==> config.mk <==
export PLATFORM = sky130hd
export DESIGN_NAME = frame_sequence_timer
export DESIGN_NICKNAME = d
export VERILOG_FILES = /design/src/hw/rtl/fst_pkg.sv /design/src/hw/rtl/fst_step.sv /design/src/hw/rtl/frame_sequence_timer.sv
export SDC_FILE = /design/constraint.sdc
export NUM_CORES = 1
export LEC_CHECK = 0
export CAP_MARGIN = 20
export CORE_MARGIN = 2
export CORE_UTILIZATION = 45
export DETAILED_ROUTE_END_ITERATION = 8
export DONT_BUFFER_PORTS = 1
export HOLD_SLACK_MARGIN = 0.12
export PLACE_DENSITY = 0.65
export SLEW_MARGIN = 20
export SYNTH_ARGS = -nofsm -noshare
export SYNTH_HDL_FRONTEND = slang
export SYNTH_SLANG_ARGS = --single-unit
==> constraint.sdc <==
create_clock -name i_clk -period 6.6 [get_ports i_clk]
set_input_delay 0 -clock i_clk [delete_from_list [all_inputs] [get_ports i_clk]]
set_output_delay 0 -clock i_clk [all_outputs]
set_load 0.01 [all_outputs]
==> src/hw/rtl/fst_pkg.sv <==
// Package: constants, codes and types of the frame sequence timer.
package fst_pkg;

    localparam int MAX_FRAMES    = 16;
    localparam int DURATION_BITS = 16;
    localparam int SPRITE_BITS   = 8;
    localparam int POS_BITS      = $clog2(MAX_FRAMES);
    localparam int COUNT_BITS    = $clog2(MAX_FRAMES + 1);
    localparam int OP_BITS       = 2;
    localparam int MODE_BITS     = 2;
    localparam int CFG_BITS      = COUNT_BITS > MODE_BITS ? COUNT_BITS : MODE_BITS;

    localparam logic [OP_BITS-1:0] OP_TICK    = 2'd0;
    localparam logic [OP_BITS-1:0] OP_RESTART = 2'd1;
    localparam logic [OP_BITS-1:0] OP_WRITE   = 2'd2;
    localparam logic [OP_BITS-1:0] OP_NOP     = 2'd3;

    localparam logic [MODE_BITS-1:0] MODE_ONCE   = 2'd0;
    localparam logic [MODE_BITS-1:0] MODE_LOOP   = 2'd1;
    localparam logic [MODE_BITS-1:0] MODE_BOUNCE = 2'd2;

    localparam logic CFG_PLAY_MODE   = 1'b0;
    localparam logic CFG_FRAME_COUNT = 1'b1;

    typedef logic [MAX_FRAMES-1:0][SPRITE_BITS-1:0]   t_sprite_tab;
    typedef logic [MAX_FRAMES-1:0][DURATION_BITS-1:0] t_duration_tab;

    typedef struct packed {
        logic [DURATION_BITS-1:0] countdown;
        logic [POS_BITS-1:0]      position;
        logic                     backward;
        logic                     ended;
    } t_state;

    typedef struct packed {
        logic [POS_BITS-1:0]    frame_position;
        logic [SPRITE_BITS-1:0] frame_sprite;
        logic                   animation_ended;
        logic                   frame_advanced;
    } t_result;

    typedef struct packed {
        logic                     wr_en;
        logic [POS_BITS-1:0]      wr_index;
        logic [SPRITE_BITS-1:0]   wr_sprite;
        logic [DURATION_BITS-1:0] wr_duration;
    } t_table_wr;

endpackage

==> src/hw/rtl/fst_step.sv <==
// Next-state and result logic for one item of the frame sequence timer.
module fst_step (
    input  fst_pkg::t_state                         i_state,
    input  logic [fst_pkg::MODE_BITS-1:0]           i_play_mode,
    input  logic [fst_pkg::COUNT_BITS-1:0]          i_frame_count,
    input  fst_pkg::t_sprite_tab                    i_sprites,
    input  fst_pkg::t_duration_tab                  i_durations,
    input  logic [fst_pkg::OP_BITS-1:0]             i_op,
    input  logic [fst_pkg::POS_BITS-1:0]            i_entry_index,
    input  logic [fst_pkg::SPRITE_BITS-1:0]         i_entry_sprite,
    input  logic [fst_pkg::DURATION_BITS-1:0]       i_entry_duration,
    output fst_pkg::t_state                         o_state,
    output fst_pkg::t_result                        o_result,
    output fst_pkg::t_table_wr                      o_table_wr
);
    import fst_pkg::*;

    logic [COUNT_BITS-1:0]    n_frames;
    logic [COUNT_BITS-1:0]    pos_inc;
    logic [COUNT_BITS-1:0]    pos_dec;
    logic [COUNT_BITS-1:0]    bounce_back;
    logic                     fwd_past;
    logic                     bwd_past;
    logic [DURATION_BITS-1:0] cd_dec;

    always_comb begin
        if (i_frame_count == '0) begin
            n_frames = COUNT_BITS'(1);
        end else if (i_frame_count > COUNT_BITS'(MAX_FRAMES)) begin
            n_frames = COUNT_BITS'(MAX_FRAMES);
        end else begin
            n_frames = i_frame_count;
        end
    end

    assign pos_inc     = {1'b0, i_state.position} + COUNT_BITS'(1);
    assign pos_dec     = {1'b0, i_state.position} - COUNT_BITS'(1);
    assign bounce_back = n_frames - COUNT_BITS'(2);
    assign fwd_past    = pos_inc >= n_frames;
    assign bwd_past    = (i_state.position == '0) || (pos_dec >= n_frames);
    assign cd_dec      = i_state.countdown - DURATION_BITS'(1);

    always_comb begin
        logic [POS_BITS-1:0] nxt;
        logic                past;
        logic                move;

        o_state    = i_state;
        o_table_wr = '0;
        nxt        = '0;
        past       = 1'b0;
        move       = 1'b0;
        o_result.frame_advanced = 1'b0;

        unique case (i_op)
            OP_TICK: begin
                if (!i_state.ended) begin
                    o_state.countdown = cd_dec;
                    if (cd_dec == '0) begin
                        past = i_state.backward ? bwd_past : fwd_past;
                        if (!past) begin
                            nxt  = i_state.backward ? pos_dec[POS_BITS-1:0]
                                                    : pos_inc[POS_BITS-1:0];
                            move = 1'b1;
                        end else begin
                            priority case (i_play_mode)
                                MODE_LOOP: begin
                                    nxt  = '0;
                                    move = 1'b1;
                                end
                                MODE_BOUNCE: begin
                                    o_state.backward = !i_state.backward;
                                    move = 1'b1;
                                    if (n_frames == COUNT_BITS'(1)) begin
                                        nxt = '0;
                                    end else if (!i_state.backward) begin
                                        nxt = bounce_back[POS_BITS-1:0];
                                    end else begin
                                        nxt = POS_BITS'(1);
                                    end
                                end
                                default: begin
                                    o_state.ended = 1'b1;
                                end
                            endcase
                        end
                        if (move) begin
                            o_state.position  = nxt;
                            o_state.countdown = i_durations[nxt];
                            o_result.frame_advanced = (nxt != i_state.position);
                        end
                    end
                end
            end
            OP_RESTART: begin
                o_state.position  = '0;
                o_state.backward  = 1'b0;
                o_state.ended     = 1'b0;
                o_state.countdown = i_durations[0];
            end
            OP_WRITE: begin
                o_table_wr.wr_en       = 1'b1;
                o_table_wr.wr_index    = i_entry_index;
                o_table_wr.wr_sprite   = i_entry_sprite;
                o_table_wr.wr_duration = i_entry_duration;
                if (i_entry_index == '0) begin
                    o_state.countdown = i_entry_duration;
                end
            end
            OP_NOP: begin
            end
        endcase

        o_result.frame_position  = o_state.position;
        o_result.animation_ended = o_state.ended;
        if (o_table_wr.wr_en && (o_table_wr.wr_index == o_state.position)) begin
            o_result.frame_sprite = i_entry_sprite;
        end else begin
            o_result.frame_sprite = i_sprites[o_state.position];
        end
    end

endmodule

==> src/hw/rtl/frame_sequence_timer.sv <==
// Top level of the frame sequence timer: state, frame table and output skid stage.
//
// Usage:
//   Input channel (i_in_valid / o_in_stall) carries one item: a tick (op 0),
//   a restart (op 1), a frame table write (op 2) or a no-op (op 3). Every item
//   gives exactly one result on the output channel (o_out_valid / i_out_stall):
//   the frame position, its sprite id, the ended flag and whether the tick
//   advanced. The result is registered in the output register, or in the skid
//   register while the receiver stalls. Throughput is one item per cycle while
//   o_in_stall is low; countdown, position and table read are combinational.
//   Play mode and frame count are written through i_cfg_we / i_cfg_index /
//   i_cfg_data while no item is in flight.
//   Reset clears countdown, position, direction, ended flag, play mode (once)
//   and frame count (1). Frame table contents are undefined until written.
//   When the receiver stalls, the result holds in the output register and one
//   more item is taken into a skid register; o_in_stall rises only when the
//   skid register is full.
module frame_sequence_timer (
    input  logic                                i_clk,
    input  logic                                i_rst_n,
    input  logic                                i_cfg_we,
    input  logic                                i_cfg_index,
    input  logic [fst_pkg::CFG_BITS-1:0]        i_cfg_data,
    input  logic                                i_in_valid,
    output logic                                o_in_stall,
    input  logic [fst_pkg::OP_BITS-1:0]         i_op,
    input  logic [fst_pkg::POS_BITS-1:0]        i_entry_index,
    input  logic [fst_pkg::SPRITE_BITS-1:0]     i_entry_sprite,
    input  logic [fst_pkg::DURATION_BITS-1:0]   i_entry_duration,
    output logic                                o_out_valid,
    input  logic                                i_out_stall,
    output logic [fst_pkg::POS_BITS-1:0]        o_frame_position,
    output logic [fst_pkg::SPRITE_BITS-1:0]     o_frame_sprite,
    output logic                                o_animation_ended,
    output logic                                o_frame_advanced
);
    import fst_pkg::*;

    t_state                 r_state;
    t_state                 n_state;
    logic [MODE_BITS-1:0]   r_play_mode;
    logic [COUNT_BITS-1:0]  r_frame_count;
    t_sprite_tab            r_sprites;
    t_duration_tab          r_durations;
    t_result                n_result;
    t_result                r_out;
    t_result                r_skid;
    logic                   r_out_valid;
    logic                   r_skid_valid;
    t_table_wr              tab_wr;
    logic                   accept;
    logic                   out_free;

    assign accept   = i_in_valid && !r_skid_valid;
    assign out_free = !r_out_valid || !i_out_stall;

    fst_step u_step (
        .i_state          (r_state),
        .i_play_mode      (r_play_mode),
        .i_frame_count    (r_frame_count),
        .i_sprites        (r_sprites),
        .i_durations      (r_durations),
        .i_op             (i_op),
        .i_entry_index    (i_entry_index),
        .i_entry_sprite   (i_entry_sprite),
        .i_entry_duration (i_entry_duration),
        .o_state          (n_state),
        .o_result         (n_result),
        .o_table_wr       (tab_wr)
    );

    always_ff @(posedge i_clk) begin
        if (!i_rst_n) begin
            r_state       <= '0;
            r_play_mode   <= MODE_ONCE;
            r_frame_count <= COUNT_BITS'(1);
        end else begin
            if (accept) begin
                r_state <= n_state;
            end
            if (i_cfg_we) begin
                unique case (i_cfg_index)
                    CFG_PLAY_MODE:   r_play_mode   <= i_cfg_data[MODE_BITS-1:0];
                    CFG_FRAME_COUNT: r_frame_count <= i_cfg_data[COUNT_BITS-1:0];
                endcase
            end
        end
    end

    always_ff @(posedge i_clk) begin
        if (accept && tab_wr.wr_en) begin
            r_sprites[tab_wr.wr_index]   <= tab_wr.wr_sprite;
            r_durations[tab_wr.wr_index] <= tab_wr.wr_duration;
        end
    end

    always_ff @(posedge i_clk) begin
        if (!i_rst_n) begin
            r_out_valid  <= 1'b0;
            r_skid_valid <= 1'b0;
        end else if (out_free) begin
            if (r_skid_valid) begin
                r_out_valid  <= 1'b1;
                r_skid_valid <= 1'b0;
            end else begin
                r_out_valid <= accept;
            end
        end else if (accept) begin
            r_skid_valid <= 1'b1;
        end
    end

    always_ff @(posedge i_clk) begin
        if (out_free) begin
            if (r_skid_valid) begin
                r_out <= r_skid;
            end else if (accept) begin
                r_out <= n_result;
            end
        end else if (accept) begin
            r_skid <= n_result;
        end
    end

    assign o_in_stall        = r_skid_valid;
    assign o_out_valid       = r_out_valid;
    assign o_frame_position  = r_out.frame_position;
    assign o_frame_sprite    = r_out.frame_sprite;
    assign o_animation_ended = r_out.animation_ended;
    assign o_frame_advanced  = r_out.frame_advanced;

endmodule

-- Word level (Yosys, flattened, before mapping)
Index checks and enable logic that the tools add are counted.
- bits in registers: 443
- bits in latches: 0
- bits in writable memories: 0
- bits in read-only memories: 0
- input port bits: 41
- output and inout port bits: 16
- logic and storage cells: 144
- memories kept: 0
- add/sub/neg operators: 4
- multipliers: 0
- div/mod/pow operators: 0
- magnitude comparators: 7
- equality and inequality tests: 12
- shifts and indexed selects: 0
- muxes and demuxes: 44
- bitwise gates (word level): 3
- reduce and logical (&&, ||, !) cells: 26
- operators with widths (cell ; count):
    bitwise mux 256 bit ; 1
    bitwise mux 128 bit ; 1
    binary-select mux 16 bit (select 4 bit) ; 1
    demux 16 bit (select 4 bit) ; 1
    2-to-1 mux 16 bit ; 3
    one-hot mux 16 bit (3 select lines) ; 1
    2-to-1 mux 22 bit ; 2
    binary-select mux 8 bit (select 4 bit) ; 1
    demux 8 bit (select 4 bit) ; 1
    2-to-1 mux 4 bit ; 8
    2-to-1 mux 29 bit ; 1
    2-to-1 mux 14 bit ; 2
    2-to-1 mux 8 bit ; 3
    2-to-1 mux 20 bit ; 1
    zero test 16 bit ; 1
    subtractor 16 x 1 -> 16 bit, second input constant ; 1
    < comparator 4 x 5 -> 1 bit, second input constant ; 3
    2-to-1 mux 1 bit ; 13
    one-hot mux 6 bit (2 select lines) ; 1
    greater-or-equal comparator 5 bit ; 2
    2-to-1 mux 5 bit ; 2
    zero test 4 bit ; 2
    AND reduction 2 bit ; 4
    != test 2 x 1 -> 1 bit, second input constant ; 3
    23 further kinds ; 37

-- Logic depth before layout (Yosys ltp)
- word-level depth: 22
- gate-level depth with buffers: 19
- mapped depth without buffers: 16

-- Hierarchy
A second synthesis with hierarchy kept.
- cells, all modules: 1539
- area total of the unflattened synthesis: 20357.0 um^2
- modules (own cells, without submodules) (module ; times used ; cells an instance ; area an instance (um^2) ; seq. area each (um^2)):
    frame_sequence_timer ; 1 ; 591 ; 13990.9 ; 12992.5
    fst_step ; 1 ; 948 ; 6366.1 ; 0.0

-- Worst setup path after synthesis
Ideal clock, no wire load.
- path type: register to register
- start: register r_state[2] (netlist bit)
- end: register r_state[6] (netlist bit)
- setup time: 0.115 ns
- data arrival time: 3.838 ns
- data required time: 6.485 ns
- slack: 2.648 ns
- stages on the path, launching flop included: 18
- buffers on the path: 3
- period minus slack after synthesis: 3.952 ns
- cell sequence: dfxtp_1 -> inv_1 -> ha_1 -> xor2_1 -> ha_1 -> a21o_1 -> a31oi_1 -> maj3_2 -> o21a_1 -> nor3b_2 -> or2_1 -> buf_4 -> buf_6 -> buf_6 -> mux4_2 -> a221oi_1 -> a21oi_1 -> o21a_1
- word-level cells in the longest chain between the ends: 14
- elaborated cells on any way between the ends: 22
- classes of those cells: add/sub (2); order compare (2); mux (16); reduce/logical (2)
- ends and longest elaborated chain (element ; RTL line ; RTL):
    start: declaration ; frame_sequence_timer.sv:39 ; t_state r_state;
    start signal: assignment ; frame_sequence_timer.sv:79 ; r_state <= n_state;
    subtractor 4 x 1 -> 5 bit ; fst_step.sv:37 ; assign pos_dec = {1'b0, i_state.position} - COUNT_BITS'(1);
    greater-or-equal comparator 5 bit ; fst_step.sv:40 ; assign bwd_past = (i_state.position == '0) || (pos_dec >= n_frames);
    logical OR 1 bit ; fst_step.sv:40 ;
    2-to-1 mux 1 bit ; fst_step.sv:60 ; past = i_state.backward ? bwd_past : fwd_past;
    2-to-1 mux 4 bit ; fst_step.sv:61 ; if (!past) begin
    2-to-1 mux 4 bit ; fst_step.sv:59 ; if (cd_dec == '0) begin
    2-to-1 mux 4 bit ; fst_step.sv:57 ; if (!i_state.ended) begin
    2-to-1 mux 4 bit ; fst_step.sv:55 ; unique case (i_op)
    binary-select mux 16 bit (select 4 bit) ; fst_step.sv:89 ; o_state.countdown = i_durations[nxt];
    2-to-1 mux 16 bit (not written as such) ; fst_step.sv:89 ;
    2-to-1 mux 20 bit (*) ; fst_step.sv:87 ; if (move) begin
    2-to-1 mux 22 bit (*) ; fst_step.sv:59 ;
    2-to-1 mux 22 bit (*) ; fst_step.sv:57 ;
    one-hot mux 16 bit (3 select lines) (*) ; fst_step.sv:55 ;
Every way passes the cells marked *; elsewhere a longest branch is shown, timed or not. The select of a mux whose other input is x is not followed.
A chain may end at the register's enable or synchronous reset.

==> flow_metrics.env <==
export IMPL_status="complete, no violations"
export IMPL_syn_nets=1363
export IMPL_critPathBufInv=3
export IMPL_critical_path_required_ps=7040
export IMPL_dp_hpwl_mm=30.9
export IMPL_synthArstFlopShare_pct=0
export IMPL_p_int_mw=4.75
export IMPL_powerDensity_nw_per_um2=277
export IMPL_worst_r2r_cell_count=17
export IMPL_grt_pass1_vias=11900
export IMPL_grt_usage_pct=22.7
export IMPL_p_sw_share_pct=23.8
export IMPL_grt_use_met1_pct=31.5
export IMPL_viasPerCell=6.05
export IMPL_wl_mm=50.4
export IMPL_cts_resized=0
export IMPL_skew_ps=17.0
export IMPL_synthFlopType="edfxtp_1"
export IMPL_fin_crit_ps=5510
export IMPL_use_met2_pct=34.9
export IMPL_hold_violations=0
export IMPL_cp_end_kind="flop"
export IMPL_start_util_pct=45.7
export IMPL_vias=12100
export IMPL_switchingPower_mw=1.49
export IMPL_layout_commonest_cell="edfxtp_1"
export IMPL_io_buffers=0
export IMPL_final_cell_area_um2=22500
export IMPL_synth_area_leader_cell="edfxtp_1"
export IMPL_synth_top_family_by_area="simple AND/OR/NAND/NOR gates"
export IMPL_synth_edf_count=412
export IMPL_firstDrtPassIters=5
export IMPL_setup_viol=0
export IMPL_crit_arrival_ps=5950
export IMPL_p_comb_share_pct=11.2
export IMPL_busiest_layer="met2"
export IMPL_cts_root_buf="clkbuf_16"
export IMPL_drcViolationCount=0
export IMPL_grt_util_met3_pct=5.34
export IMPL_final_cell_mix="edfxtp_1, nand2_1, nand3_1, mux4_2, dlygate4sd3_1"
export IMPL_clock_latency_ps=580
export IMPL_synth_xor_area_share_pct=1.06
export IMPL_final_util_pct=52.3
export IMPL_hold_class="primary input to flop"
export IMPL_rows=76
export IMPL_wl_per_cell_um=25.2
export IMPL_grt_max_degree=51
export IMPL_p_leak_nw=6.82
export IMPL_clkSinkCount=443
export IMPL_synth_area_um2=19700
export IMPL_n_antenna_cell=0
export IMPL_area_delta_synth_final_pct=14.4
export IMPL_grt_ovfl_total=0
export IMPL_final_max_slew_viol_count=0
export IMPL_gp_congestion=0.895
export IMPL_max_cap_violations=0
export IMPL_drive_above_1_share_pct=17.2
export IMPL_synth_adder_area_share_pct=0.948
export IMPL_sequentialPowerShare_pct=50.4
export IMPL_nets=1433
export IMPL_drt_iter0_markers=1570
export IMPL_synth_cells=1308
export IMPL_ant_nets=0
export IMPL_ys_top_cells_by_area="edfxtp_1, mux4_2, dfxtp_1"
export IMPL_ys_ff_latch=443
export IMPL_path_class="flop to flop"
export IMPL_antenna_found_initial=0
export IMPL_grt_pass1_wl_mm=75.4
export IMPL_fmaxAchievable_mhz=181
export IMPL_die_area_um2=45400
export IMPL_core_um2=43100
export IMPL_synthMuxAreaShare_pct=9.65
export IMPL_ys_types=82
export IMPL_start_kind="flop"
export IMPL_critical_path_top_delay_family="compound AO/OA/AOI/OAI gates"
export IMPL_path_clk_slew_ps=60
export IMPL_hold_depth=4
export IMPL_nFillCells=3515
export IMPL_yosys_warnings=0
export IMPL_crit_fanout=50
export IMPL_synth_top_area_share_pct=62.9
export IMPL_whs_ps=155
export IMPL_synthSimpleGateAreaFrac_pct=10.2
export IMPL_max_stage_delay_ps=580
export IMPL_rsz0062_at_grt="no"
export IMPL_cts_tree="done"
export IMPL_syn_avg_cell_area_um2=15.0
export IMPL_ys_seq_area_share_pct=66.0
export IMPL_numCtsBuffers=46
export IMPL_synth_compound_area_share_pct=9.81
export IMPL_period_share_pct=83.5
export IMPL_max_slew_margin_rel_pct=33.5
export IMPL_vdd_drop_max_mv=0.216
export IMPL_clockBufferDepth=3
export IMPL_p_clk_share_pct=38.4
export IMPL_fp_dieH_um=213
export IMPL_path_cells="inv_1 -> ha_1 -> xor2_1 -> ha_1 -> a21o_1 -> a31oi_1 -> maj3_2 -> o21a_1 -> o2111a_4 -> nor3_4 -> nor2_8 -> inv_2 -> nand2_4 -> o221a_1 -> o311ai_2 -> o21a_1 -> dlygate4sd3_1"
export IMPL_die_width_um=213
export IMPL_setup_tns_ps=0
export IMPL_ctsHtreeMaxLevel=2
export IMPL_worst_path_max_delay_cell="nor3_4"
export IMPL_tightest_slew_ps=996
export IMPL_place_area_um2=20400
export IMPL_io_pins=57
export IMPL_worstSetupPathDepth=17
power by group through the flow:
stage / registers [mW] / clock network (mW) / logic (mW)
after CTS: 3.14 / 2.44 / 0.693
after floorplan: 3.18 / 0 / 0.511
final: 3.14 / 2.40 / 0.698
after global routing: 3.15 / 2.55 / 0.757
after detailed placement: 3.20 / 0 / 0.648
after global placement: 3.20 / 0 / 0.639
registers in the layout, summed over array words and instances (netlist names), 2 cells and up:
signal,count
r_skid,14
r_state,22
r_play_mode,2
r_durations,256
o_frame_sprite,8
r_sprites,128
o_frame_position,4
r_frame_count,5
timing repair:
action | CTS | global route
hold buffers | 60 | 0
setup endpoints to repair | 0 | 0
buffers inserted | 0 | 0
endpoints found under the hold margin | 608 | 0
metal layers:
layer	up-vias	share of wire [%]
met5	-	0
met4	0	3.1
met3	88	8.4
met2	571	46
met1	6128	42
li1	5313	-
final timing paths:
| path | start | end | slack (ps) |
|---|---|---|---|
| hold / removal | i_entry_index[0] | r_skid[8] | 160 |
| hold reg to reg | r_skid[11] | o_frame_position[1] | 530 |
| setup / recovery | r_state[2] | r_skid[3] | 1090 |
| setup reg to reg | r_state[2] | r_skid[3] | 1090 |
metrics by stage:
step | instances | total power, mW | setup slack (ps)
6_report | 2001 | 6.24 | 1090
5_1_grt | 2001 | 6.45 | 711
4_1_cts | 1998 | 6.27 | 1190
3_5_place_dp | 1852 | 3.85 | 1650
3_3_place_gp | 1851 | 3.84 | 1720
2_1_floorplan | 1308 | 3.69 | 2650
kinds of logic (layout without fill, tap and decap cells):
logic type	Yosys count	count (layout)
AOI/OAI and AO/OA	245	245
xor gates and xnor gates	22	22
adders and majority gates	15	15
buffers and inverters	95	203
DFF	443	443
muxes	108	108
and+or+nand+nor	380	380
synth_stat cells, drive strengths merged, types with 6 or more instances:
master,count
edfxtp,412
nand2,112
nand3,70
mux4,64
o21ai,63
nor2,48
clkbuf,43
and2,41
mux2i,33
buf,32
dfxtp,31
a22oi,20
nand4,20
a21oi,19
inv,19
o211ai,18
a21o,17
and3,17
nor3,17
o221a,15
xnor2,15
ha,14
nand2b,14
a21boi,13
a31oi,11
mux2,11
o21a,11
nor4,10
o2111ai,9
nor2b,8
nor3b,8
o221ai,8
o311ai,7
xor2,7
a211oi,6
final cells by class:
| type | count | area, um2 | share of cell area [%] |
|---|---|---|---|
| clock buffers | 69 | 1290 | 5.72 |
| clock inverters | 17 | 106 | 0.472 |
| multi-input cells | 770 | 6320 | 28.1 |
| flip-flops and latches | 443 | 13000 | 57.7 |
| repair buffers | 97 | 993 | 4.41 |
| well taps | 585 | 732 | 3.25 |
| inverters | 20 | 75.1 | 0.334 |
worst min-delay path, stage by stage:
cell       delay [ps]
and3_1            140
nor3_2             60
o2111ai_4         240
a21oi_1           120
(Power assumes the default switching activity.)
